$ cat src/lzss_window_decompressor_top_defines.svh
// Assertion macros used by the LZSS window decompressor parser, lzwd_ctrl.
// Needs nothing else; include by bare file name after the module header.
`ifndef LZSS_WINDOW_DECOMPRESSOR_TOP_DEFINES_SVH
`define LZSS_WINDOW_DECOMPRESSOR_TOP_DEFINES_SVH

// Same-cycle implication, held off during reset.
`define LZWD_ASSERT_IMPL(label, clk, rst, ante, cons) \
   label: assert property (@(posedge clk) disable iff (rst) (ante) |-> (cons)) \
      else $error("lzwd: same-cycle check failed");

// Next-cycle implication, held off during reset.
`define LZWD_ASSERT_NEXT(label, clk, rst, ante, cons) \
   label: assert property (@(posedge clk) disable iff (rst) (ante) |=> (cons)) \
      else $error("lzwd: next-cycle check failed");

`endif

$ cat src/lzwd_pkg.sv
// Package for the LZSS window decompressor: beat and register types, CSR indexes.
// No dependencies.
`default_nettype none
package lzwd_pkg;

   localparam int BYTE_W   = 8;
   localparam int POS_W    = 12;
   localparam int LEN_W    = 4;
   localparam int COUNT_W  = 24;
   localparam int CSR_IDX_W = 2;
   localparam int CSR_DATA_W = 24;
   localparam int RUN_W    = 5;   // token length field plus bias, at most 30

   localparam logic [CSR_IDX_W-1:0] CSR_START_POSITION = 2'd0;
   localparam logic [CSR_IDX_W-1:0] CSR_RUN_BIAS       = 2'd1;
   localparam logic [CSR_IDX_W-1:0] CSR_OUTPUT_LIMIT   = 2'd2;

   localparam logic [POS_W-1:0]   START_POSITION_RESET = 12'd4078;
   localparam logic [LEN_W-1:0]   RUN_BIAS_RESET       = 4'd3;
   localparam logic [COUNT_W-1:0] OUTPUT_LIMIT_RESET   = 24'hFFFFFF;

   localparam logic [3:0] FLAGS_PER_BYTE = 4'd8;

   typedef struct packed {
      logic [POS_W-1:0]   start_position;
      logic [LEN_W-1:0]   run_bias;
      logic [COUNT_W-1:0] output_limit;
   } cfg_type;

   typedef struct packed {
      logic              valid;
      logic [BYTE_W-1:0] data;
      logic              run_end;
      logic              limit_reached;
   } beat_type;

endpackage
`default_nettype wire

$ cat src/lzwd_ctrl.sv
// Token parser and copy sequencer of the LZSS window decompressor.
// Uses lzwd_pkg and drives the window RAM ports; assertion macros from the defines header.
`default_nettype none
module lzwd_ctrl
   import lzwd_pkg::*;
#(
   parameter int WINDOW_SIZE = 4096
) (
   input  wire logic                           clock,
   input  wire logic                           reset,
   input  wire cfg_type                        cfg,
   input  wire logic                           in_valid,
   output logic                                in_ready,
   input  wire logic [BYTE_W-1:0]              in_byte,
   input  wire logic                           in_last,
   input  wire logic                           out_free,
   output beat_type                            out_beat,
   output logic                                mem_we,
   output logic [$clog2(WINDOW_SIZE)-1:0]      mem_waddr,
   output logic [BYTE_W-1:0]                   mem_wdata,
   output logic                                mem_re,
   output logic [$clog2(WINDOW_SIZE)-1:0]      mem_raddr,
   input  wire logic [BYTE_W-1:0]              mem_rdata
);
`include "lzss_window_decompressor_top_defines.svh"

   localparam int AW = $clog2(WINDOW_SIZE);
   localparam logic [AW:0] FILL_FULL = (AW+1)'(WINDOW_SIZE);

   typedef enum logic [1:0] {ST_IDLE, ST_COPY_RD, ST_COPY_WR} state_type;

   state_type          state_ff, state_in;
   logic [AW-1:0]      wp_ff, wp_in;
   logic [AW-1:0]      base_ff, base_in;
   logic [AW:0]        fill_ff, fill_in;
   logic [BYTE_W-1:0]  flags_ff, flags_in;
   logic [3:0]         left_ff, left_in;
   logic [BYTE_W-1:0]  low_ff, low_in;
   logic               await_ff, await_in;
   logic [COUNT_W-1:0] emitted_ff, emitted_in;
   logic [AW-1:0]      pos_ff, pos_in;
   logic [RUN_W-1:0]   cnt_ff, cnt_in;
   logic               last_ff, last_in;

   logic               active;
   logic               literal_next;
   logic               fire;
   logic               do_init;
   logic [COUNT_W-1:0] emitted_plus;
   logic [COUNT_W-1:0] room;
   logic [RUN_W-1:0]   tok_len;
   logic [RUN_W-1:0]   run_len;
   logic [AW-1:0]      rel;
   logic               entry_valid;

   assign active       = emitted_ff < cfg.output_limit;
   assign literal_next = active && (left_ff != 4'd0) && !await_ff && flags_ff[0];
   assign in_ready     = (state_ff == ST_IDLE) && (!literal_next || out_free);
   assign fire         = in_valid && in_ready;
   assign emitted_plus = emitted_ff + 24'd1;
   assign room         = cfg.output_limit - emitted_ff;
   assign tok_len      = {1'b0, in_byte[3:0]} + {1'b0, cfg.run_bias};
   assign run_len      = (COUNT_W'(tok_len) > room) ? room[RUN_W-1:0] : tok_len;
   assign rel          = pos_ff - base_ff;
   // entries outside the written run of this stream still read as zero
   assign entry_valid  = {1'b0, rel} < fill_ff;

   always_comb begin
      state_in   = state_ff;
      wp_in      = wp_ff;
      base_in    = base_ff;
      fill_in    = fill_ff;
      flags_in   = flags_ff;
      left_in    = left_ff;
      low_in     = low_ff;
      await_in   = await_ff;
      emitted_in = emitted_ff;
      pos_in     = pos_ff;
      cnt_in     = cnt_ff;
      last_in    = last_ff;
      do_init    = 1'b0;
      out_beat   = '0;
      mem_we     = 1'b0;
      mem_waddr  = wp_ff;
      mem_wdata  = in_byte;
      mem_re     = 1'b0;
      mem_raddr  = pos_ff;

      unique case (state_ff)
         ST_IDLE: begin
            if (fire) begin
               do_init = in_last;
               if (active) begin
                  if (left_ff == 4'd0) begin
                     flags_in = in_byte;
                     left_in  = FLAGS_PER_BYTE;
                  end else if (await_ff) begin
                     await_in = 1'b0;
                     flags_in = flags_ff >> 1;
                     left_in  = left_ff - 4'd1;
                     if (run_len != '0) begin
                        pos_in   = AW'({in_byte[7:4], low_ff});
                        cnt_in   = run_len;
                        last_in  = in_last;
                        state_in = ST_COPY_RD;
                        do_init  = 1'b0;   // defer until the copy is out
                     end
                  end else if (flags_ff[0]) begin
                     mem_we                 = 1'b1;
                     out_beat.valid         = 1'b1;
                     out_beat.data          = in_byte;
                     out_beat.run_end       = 1'b1;
                     out_beat.limit_reached = emitted_plus == cfg.output_limit;
                     wp_in      = wp_ff + 1'b1;
                     fill_in    = (fill_ff == FILL_FULL) ? fill_ff : fill_ff + 1'b1;
                     emitted_in = emitted_plus;
                     flags_in   = flags_ff >> 1;
                     left_in    = left_ff - 4'd1;
                  end else begin
                     low_in   = in_byte;
                     await_in = 1'b1;
                  end
               end
            end
         end
         ST_COPY_RD: begin
            if (out_free) begin
               mem_re   = 1'b1;
               state_in = ST_COPY_WR;
            end
         end
         ST_COPY_WR: begin
            mem_we                 = 1'b1;
            mem_wdata              = entry_valid ? mem_rdata : '0;
            out_beat.valid         = 1'b1;
            out_beat.data          = mem_wdata;
            out_beat.run_end       = cnt_ff == RUN_W'(1);
            out_beat.limit_reached = emitted_plus == cfg.output_limit;
            wp_in      = wp_ff + 1'b1;
            fill_in    = (fill_ff == FILL_FULL) ? fill_ff : fill_ff + 1'b1;
            emitted_in = emitted_plus;
            pos_in     = pos_ff + 1'b1;
            cnt_in     = cnt_ff - RUN_W'(1);
            if (cnt_ff == RUN_W'(1)) begin
               state_in = ST_IDLE;
               do_init  = last_ff;
            end else begin
               state_in = ST_COPY_RD;
            end
         end
         default: state_in = ST_IDLE;
      endcase

      if (do_init) begin
         wp_in      = AW'(cfg.start_position);
         base_in    = AW'(cfg.start_position);
         fill_in    = '0;
         flags_in   = '0;
         left_in    = '0;
         low_in     = '0;
         await_in   = 1'b0;
         emitted_in = '0;
         last_in    = 1'b0;
      end
   end

   always_ff @(posedge clock) begin
      if (reset) begin
         state_ff   <= ST_IDLE;
         wp_ff      <= AW'(START_POSITION_RESET);
         base_ff    <= AW'(START_POSITION_RESET);
         fill_ff    <= '0;
         flags_ff   <= '0;
         left_ff    <= '0;
         low_ff     <= '0;
         await_ff   <= 1'b0;
         emitted_ff <= '0;
         cnt_ff     <= '0;
         last_ff    <= 1'b0;
      end else begin
         state_ff   <= state_in;
         wp_ff      <= wp_in;
         base_ff    <= base_in;
         fill_ff    <= fill_in;
         flags_ff   <= flags_in;
         left_ff    <= left_in;
         low_ff     <= low_in;
         await_ff   <= await_in;
         emitted_ff <= emitted_in;
         cnt_ff     <= cnt_in;
         last_ff    <= last_in;
      end
      pos_ff <= pos_in;
   end

   `LZWD_ASSERT_NEXT(a_rd_then_wr, clock, reset,
                     (state_ff == ST_COPY_RD) && out_free, state_ff == ST_COPY_WR)
   `LZWD_ASSERT_IMPL(a_beat_has_room, clock, reset, out_beat.valid, out_free)
   `LZWD_ASSERT_IMPL(a_copy_count, clock, reset, state_ff != ST_IDLE, cnt_ff != '0)
   `LZWD_ASSERT_IMPL(a_fill_bound, clock, reset, 1'b1, fill_ff <= FILL_FULL)

endmodule
`default_nettype wire

$ cat config.mk
export PLATFORM = sky130hd
export DESIGN_NAME = lzwd_ctrl
export DESIGN_NICKNAME = d
export VERILOG_FILES = /design/src/lzwd_pkg.sv /design/src/lzwd_ctrl.sv
export VERILOG_INCLUDE_DIRS = /design/src /design/src/src
export SDC_FILE = /design/constraint.sdc
export NUM_CORES = 1
export LEC_CHECK = 0
export BUFFER_PORTS_ARGS = -buffer_cell sky130_fd_sc_hd__buf_2
export CELL_PAD_IN_SITES_DETAIL_PLACEMENT = 2
export CELL_PAD_IN_SITES_GLOBAL_PLACEMENT = 2
export CORE_ASPECT_RATIO = 1.1
export CORE_MARGIN = 2
export CORE_UTILIZATION = 38
export CTS_CLUSTER_SIZE = 30
export DETAILED_ROUTE_END_ITERATION = 8
export PLACE_DENSITY = 0.93
export SLEW_MARGIN = 40
export SYNTH_ARGS = -nofsm -noshare
export SYNTH_HDL_FRONTEND = slang
export SYNTH_SLANG_ARGS = --single-unit
$ cat constraint.sdc
create_clock -name clock -period 9.98 [get_ports clock]
set_input_delay 0.499 -clock clock [delete_from_list [all_inputs] [get_ports clock]]
set_output_delay 0.499 -clock clock [all_outputs]
set_load 0.05 [all_outputs]
==> results.toml, run 1 <==
[worst_setup_path]
worstPathRequired_ps = 9480
end_kind = "primary output"
critPathKind = "flop to primary output"
r2r_start = "emitted_ff[14]"
worstPathArrival_ps = 5300
rrSetupSlack_ps = 4490
start_kind = "flop"
crit_path_max_fanout = 16
startpoint = "mem_raddr[1]"

[timing]
relSlewSlack_pct = 45.6
fmax_ghz = 0.172
drv_slew = 0
timing.final.crit_share_pct = 58.1
min_period_ps = 5800
setup_tns_ps = 0
skew_ps = 21.0
tightest_slew_ps = 810
rsz0062_at_grt = "false"
fin_ws_ps = 4180
finalSetupViolations = 0
hold_violations = 0

[detailed_routing]
drc = 0
num_vias = 8542
avgViaCountPerCell = 6.07
dr.pass1.iters = 4
ant_nets = 0
wl_um = 36100
drt-initial-drc-count = 546
wire_per_inst_um = 25.6

[placement]
place.gp.congestion = 0.840
place_area_sq_mm = 0.00898
dp_cells = 1389
io_buffers = 106
hpwl_um = 24400
dp_slack_ps = 4480

[final_layout]
n_fill_cell = 2442
multiInputGateArea_sq_mm = 0.00562
final-seq-area_sq_mm = 0.00216
nets = 1238
fin_area_sq_mm = 0.00931
diodes = 0
drive_gt1_share_pct = 14.3
area_delta_synth_final_pct = 13.3
instances_no_fill = 1407
final_cell_mix = "nor2_1, buf_2, dfxtp_1"
final_common_cell = "nor2_1"

[cts]
post_cts_buffers = 0
clk_path_buf_depth = 2
cts_resized = 0
h-tree-depth = 3
insertion_delay_ps = 380
ctsHoldBuffers = 0
cts_buffers = 9
clkSinkCount = 102
clkTransAtPathRegs_ps = 80
tritoncts = "yes"
root_buffer = "clkbuf_16"

[floorplanning]
die-area_sq_mm = 0.0228
chipWidth_um = 144
fp.coreArea_sq_mm = 0.0213
die_h_um = 158
io_pins = 107
initial_core_util_pct = 38.6
fp-row-count = 56

[yosys]
synth_top_area_share_pct = 21.9
synthesis.area_sq_mm = 0.00822
avgSynthCellArea_sq_um = 7.98
yosysWarnings = 0
yosys.area.top_type = "dfxtp_1"
synth_nets = 1156
synth_edf_count = 12
ys_seq_area_share_pct = 26.3
syn_inst = 1030
synth_ff_type = "dfxtp_1"
ys_top_cells_by_area = "dfxtp_1, ha_1, xnor2_1"
ys_async_sr_fraction_pct = 0
ys_seq_elements = 102
yosys.cell_types.count = 74

[pwr]
vdd_ir_drop_max_v = 0.0000814
pwr_density_cell_mw_per_mm2 = 113
finalPower_uw = 1050
cellLeakagePower_uw = 0.00373

[run_status]
status = "finished, final reports clean"

[global_route]
grt_pass1_wl_um = 54600
grt_max_degree = 69
grt_antenna_before_repair = 0
grt_overflow = 0
grt_pass1_vias = 9593
track_usage_pct = 30.9

[worst_hold_path]
min_path_type = "input port to flop"
worstHoldStart = "cfg[39]"

[flow_run]
maxCapViolations = 0
cells in the mapped netlist, types with 9 or more instances:
library cell    n
a2bb2oi_2      10
a211oi_1       12
mux2i_1        15
buf_2          17
nand2_1        85
nor4_1         12
nand2b_1       11
xor2_1         28
inv_1          70
a21oi_1        55
nor2b_1        12
ha_1           62
o21a_1         11
a21o_1         18
edfxtp_1       12
o21ai_0        45
a2bb2oi_1      11
nand3_1        32
nand4_1        18
and3_1         14
clkbuf_1       21
nor3_1         23
a22o_1         17
dfxtp_1        90
xnor2_1        83
nor2_1        117
o22ai_1         9
power breakdown:
group          internal (uW)  switching (uW)  total [uW]  leakage (uW)
clock network            176             204         380      0.000137
registers                423            9.00         432      0.000843
logic                   86.3             154         240       0.00275
layer usage:
layer / track usage, % / wire [um] / vias to the layer above
li1: - / - / 3820
met4: 15.2 / 1660 / 0
met5: 0 / 0 / -
met1: 33.8 / 14200 / 4310
met2: 58.3 / 19000 / 297
met3: 3.90 / 1140 / 115
stage by stage:
| stage | hold slack, ps | utilization [%] |
|---|---|---|
| after floorplan | 454 | - |
| after global placement | 467 | 42.1 |
| after detailed placement | 491 | 42.2 |
| after CTS | 413 | 43.6 |
| after global routing | 431 | 43.7 |
| final | 426 | 43.7 |
registers in the layout (all words and copies together) (netlist names):
signal	cells
await_ff	1
base_ff	12
cnt_ff	5
emitted_ff	24
fill_ff	13
flags_ff	8
last_ff	1
left_ff	4
low_ff	8
mem_raddr	12
mem_waddr	12
state_ff	2
worst paths after layout:
path         depth (start not counted)     endpoint
max                                 17  out_beat[6]
min                                  3  base_ff[11]
max reg2reg                         14   base_ff[0]
min reg2reg                          1   base_ff[2]
worst max-delay path, cell delays in order, from the launching register on:
cell and delay (ps):
edfxtp_1 560, ha_1 350, nor2b_1 130, o21ai_0 340
a21boi_0 250, o21ai_0 240, nand2b_1 140, a21o_1 220
a21oi_1 270, a2bb2oi_1 280, a21oi_1 120, xnor2_1 220
ha_1 310, and4b_1 250, o21ai_0 130, o211a_1 570
a22o_1 260, buf_2 280
cell families (layout without fill, tap and decap cells):
logic type	after synthesis	count (layout)	share of synthesized area, %
AO/OA/AOI/OAI	251	251	21.7
flip-flops	102	102	26.3
multiplexers	18	18	2.24
AND/OR/NAND/NOR	369	369	22.1
buffers and inverters	114	201	5.74
XOR/XNOR	111	111	11.8
adder cells (fa/ha/maj)	65	65	10.2
layout make-up:
| class | instances | share of cell area, % |
|---|---|---|
| repair buffers | 114 | 6.48 |
| flip-flops and latches | 102 | 23.2 |
| multi-input cells | 814 | 60.4 |
| well taps | 290 | 3.90 |
| clock inverters | 7 | 0.739 |
| inverters | 71 | 2.86 |
| clock buffers | 9 | 2.42 |
(Power assumes the default switching activity.)
==> run 2: changes to the inputs <==
- CORE_UTILIZATION: 38 -> 32
- PLACE_DENSITY: 0.93 -> 0.84
- clock period: 9.98 -> 4.9 ns (I/O delays scaled with it)
==> results.toml, run 2 (synthesized netlist as in run 1, its figures left out) <==
[worst_setup_path]
worstPathArrival_ps = 4550
crit_path_max_fanout = 8
worstPathRequired_ps = 4660
end_kind = "primary output"
critPathKind = "flop to primary output"
start_kind = "flop"
rrSetupSlack_ps = 330

[cts]
clk_path_buf_depth = 2
root_buffer = "clkbuf_16"
clkTransAtPathRegs_ps = 100
ctsHoldBuffers = 0
h-tree-depth = 3
tritoncts = "yes"
clkSinkCount = 102
cts_buffers = 9
insertion_delay_ps = 380

[final_layout]
final_common_cell = "nor2_1"
final_cell_mix = "nor2_1, dfxtp_1, buf_2"
largest_reg_flops = 24
drive_gt1_share_pct = 15.7
top_register = "emitted_ff"
fin_area_sq_mm = 0.00960
diodes = 0
nets = 1249
top_regs = "emitted_ff x24, fill_ff x13"
area_delta_synth_final_pct = 16.8

[detailed_routing]
drt-initial-drc-count = 326
dr.pass1.iters = 5
avgViaCountPerCell = 5.53
ant_nets = 0
drc = 0
wire_per_inst_um = 21.3
wl_um = 31400
num_vias = 8148

[timing]
hold_violations = 0
timing.final.crit_share_pct = 97.8
tightest_slew_ps = 754
relSlewSlack_pct = 49.3
fmax_ghz = 0.209
holdWs_ps = 165
drv_slew = 0
min_period_ps = 4790
skew_ps = 13.8
finalSetupViolations = 0

[placement]
hpwl_um = 23300
io_buffers = 106
place.gp.congestion = 0.854
place_area_sq_mm = 0.00915

[pwr]
power.switching_uw = 735
pwr-share-clk_pct = 37.0
finalPower_uw = 2150
intPower_uw = 1410
power_frac_comb_pct = 22.1
share_seq_of_total_power_pct = 40.8
pwr_density_cell_mw_per_mm2 = 224
cellLeakagePower_uw = 0.00381
switching_share_pct = 34.2
vdd_ir_drop_max_v = 0.000149

[worst_hold_path]
min_path_type = "input port to flop"

[global_route]
grt_overflow = 0
grt_pass1_vias = 8940
grt_max_degree = 31
track_usage_pct = 23.5
grt_pass1_wl_um = 49900
grt_antenna_before_repair = 0

[floorplanning]
initial_core_util_pct = 32.5
fp-row-count = 61
chipWidth_um = 157
io_pins = 107
die-area_sq_mm = 0.0270
die_h_um = 172
fp.coreArea_sq_mm = 0.0253

[flow_run]
maxCapViolations = 0

[run_status]
status = "finished, final reports clean"
## run 2: cell count changes in the layout (fill, tap and decap cells not counted), sizes merged
| cell | before | now |
|---|---|---|
| o211a | 3 | 4 |
| inv | 73 | 75 |
| clkinvlp | 2 | 0 |
| buf | 114 | 124 |
## run 2: worst paths after layout
path,from,endpoint,cells after the start
max reg2reg,emitted_ff[0],emitted_ff[12],17
max,mem_raddr[0],mem_wdata[1],20
min reg2reg,left_ff[2],left_ff[2],2
min,cfg[31],base_ff[3],3
## run 2: critical path, cell delays in order, from the launching register on
cell and delay [ps]:
edfxtp_1 460, inv_1 120, ha_1 180, inv_1 70, fa_1 410, a21o_1 260, a21oi_4 210, o21bai_1 110
a21oi_2 170, nor2b_1 100, o21a_1 230, o21ai_2 170, nand2b_1 100, a21oi_2 180, xnor2_1 140, ha_1 260
a21o_1 210, a21oi_4 180, o211a_4 250, a22o_1 190, buf_6 180
## run 2: layout make-up
| type | count | area (sq um) |
|---|---|---|
| clock buffers | 9 | 225 |
| well taps | 346 | 433 |
| inverters | 71 | 267 |
| repair buffers | 124 | 762 |
| flip-flops and latches | 102 | 2160 |
| clock inverters | 7 | 86.3 |
| fillers | 2898 | 15700 |
| multi-input cells | 815 | 5670 |
## run 2: stage by stage
stage	setup TNS (ps)	util [%]	instances	setup slack (ps)
final	0	38.0	1474	108
after global routing	-92.4	38.0	1474	-22.1
after CTS	0	37.8	1472	51.5
after detailed placement	0	36.2	1455	153
after global placement	0	36.2	1455	547
after floorplan	0	-	1030	425
## run 2: power by group through the flow
stage / sequential [uW] / combinational [uW] / clock, uW
global route: 881 / 521 / 848
finish: 878 / 476 / 796
floorplan: 911 / 287 / 0
detailed placement: 897 / 453 / 0
CTS: 877 / 470 / 805
global placement: 895 / 437 / 0
## run 2: layer usage
layer  up-vias  GRT usage, %  part of all wire, %
met5         -             0                    0
met4         0          7.86                  2.4
met3        49          2.13                  2.3
met2       141          45.4                   53
met1      4112          27.0                   42
li1       3846             -                    -
## run 2: what timing repair did
action / CTS / global route
setup endpoints to repair: 16 / 22
gates cloned: 1 / 0
resized for setup: 25 / 10
setup buffers: 0 / 2
pin swaps: 2 / 6
==> run 3: changes to the inputs <==
- CELL_PAD_IN_SITES_DETAIL_PLACEMENT: 2 -> unset
- CELL_PAD_IN_SITES_GLOBAL_PLACEMENT: 2 -> unset
- CORE_UTILIZATION: 32 -> 50
- PLACE_DENSITY: 0.84 -> 0.73
- SETUP_SLACK_MARGIN: unset -> 0.2
==> results.toml, run 3 (synthesized netlist as in run 1, its figures left out) <==
[cts]
cts_buffers = 9
root_buffer = "clkbuf_16"
clkTransAtPathRegs_ps = 90
ctsHoldBuffers = 0
h-tree-depth = 3
clkSinkCount = 102
insertion_delay_ps = 370
tritoncts = "yes"
clk_path_buf_depth = 2

[timing]
fmax_ghz = 0.222
relSlewSlack_pct = 60.5
hold_violations = 0
skew_ps = 11.5
timing.final.crit_share_pct = 91.7
setup_tns_ps = 0
rsz0062_at_grt = "true"
drv_slew = 0
tightest_slew_ps = 587
min_period_ps = 4500
finalSetupViolations = 0

[floorplanning]
initial_core_util_pct = 50.6
fp-row-count = 49
fp.coreArea_sq_mm = 0.0162
die-area_sq_mm = 0.0175
die_h_um = 138
chipWidth_um = 126
io_pins = 107

[detailed_routing]
avgViaCountPerCell = 5.80
num_vias = 7755
wl_um = 22400
dr.pass1.iters = 6
drc = 0
ant_nets = 0
drt-initial-drc-count = 507
wire_per_inst_um = 16.8

[worst_setup_path]
crit_path_max_fanout = 8
r2r_cells = 16
rrSetupSlack_ps = 580
r2r-end = "base_ff[4]"
critPathKind = "flop to primary output"
r2r_start = "emitted_ff[0]"
crit_end = "out_beat[4]"
worstPathArrival_ps = 4250
startpoint = "mem_raddr[0]"
end_kind = "primary output"
worstPathRequired_ps = 4660
start_kind = "flop"

[flow_run]
maxCapViolations = 0

[final_layout]
area_delta_synth_final_pct = 14.7
final_common_cell = "nor2_1"
final_core_util_pct = 58.0
top_register = "emitted_ff"
diodes = 0
largest_reg_flops = 24
final_cell_mix = "nor2_1, dfxtp_1, buf_2"
drive_gt1_share_pct = 16.2
nets = 1253
top_regs = "emitted_ff x24, fill_ff x13"

[placement]
io_buffers = 106
place.gp.congestion = 0.889
hpwl_um = 17000

[worst_hold_path]
min_path_type = "input port to flop"

[global_route]
grt_max_degree = 38
grt_overflow = 0
grt_pass1_vias = 7465
grt_antenna_before_repair = 0
track_usage_pct = 25.2
grt_pass1_wl_um = 36400

[run_status]
status = "finished, final reports clean"

[pwr]
cellLeakagePower_uw = 0.00382
pwr_density_cell_mw_per_mm2 = 220
vdd_ir_drop_max_v = 0.000160
==> run 3: worst min-delay path by stage <==
| stage | from | endpoint | slack, ps | cells past startpoint |
|---|---|---|---|---|
| finish | in_last | last_ff | 130 | 3 |
| global route | in_last | last_ff | 160 | 3 |
| CTS | in_last | last_ff | 120 | 3 |
| detailed placement | cnt_ff[4] | cnt_ff[4] | 480 | 2 |
| global placement | flags_ff[7] | flags_ff[7] | 470 | 2 |
| floorplan | in_last | last_ff | 390 | 2 |
==> run 3: area by class of cell <==
cell class,instances,area (sq um)
fillers,1502,6820
multi-input cells,815,5660
flip-flops and latches,102,2160
repair buffers,128,776
inverters,71,267
well taps,204,255
clock buffers,9,225
clock inverters,7,81.3
==> run 3: routing by layer <==
metal	track usage, %	part of all wire (%)	up-vias
met5	0	0	-
met4	11.1	3.0	0
met3	2.71	3.4	44
met2	44.7	51	178
met1	30.7	43	3664
li1	-	-	3869
==> run 3: power by group <==
group | switching (uW) | total (uW) | internal (uW)
Combinational | 261 | 441 | 181
Sequential | 14.9 | 876 | 861
Clock | 390 | 759 | 369
Total | 666 | 2080 | 1410
==> run 3: through the flow <==
step                      setup WS [ps]  cells  hold slack, ps  power, uW  instance area, sq um
after floorplan                     425   1030             389       1200                  8220
after global placement              482   1311             470       1310                  8950
after detailed placement            386   1311             484       1320                  8950
after CTS                           221   1327             125       2080                  9300
after global routing                170   1336             164       2160                  9430
final                               405   1336             127       2080                  9430
==> run 3: timing repair <==
item / 4_1_cts / 5_1_grt
cloned: 0 / 1
endpoints found under the setup margin: 16 / 99
hold endpoints to repair: 0 / 0
pin swaps: 1 / 4
buffers inserted: 0 / 8
gates resized for setup: 18 / 15
==> run 3: worst max-delay path, cell delays in order (launching register included) <==
cell and delay, ps:
edfxtp_1 460, inv_2 100, ha_1 170, inv_1 50, fa_1 400, a21o_1 220, a21oi_2 170, o21bai_1 90
a21oi_2 170, nor2b_1 60, o21a_1 180, o21ai_0 160, nand2b_1 100, a21oi_2 160, xnor2_1 150, ha_1 270
a21o_1 190, a21oi_4 180, o211a_4 250, a22o_1 160, buf_4 200
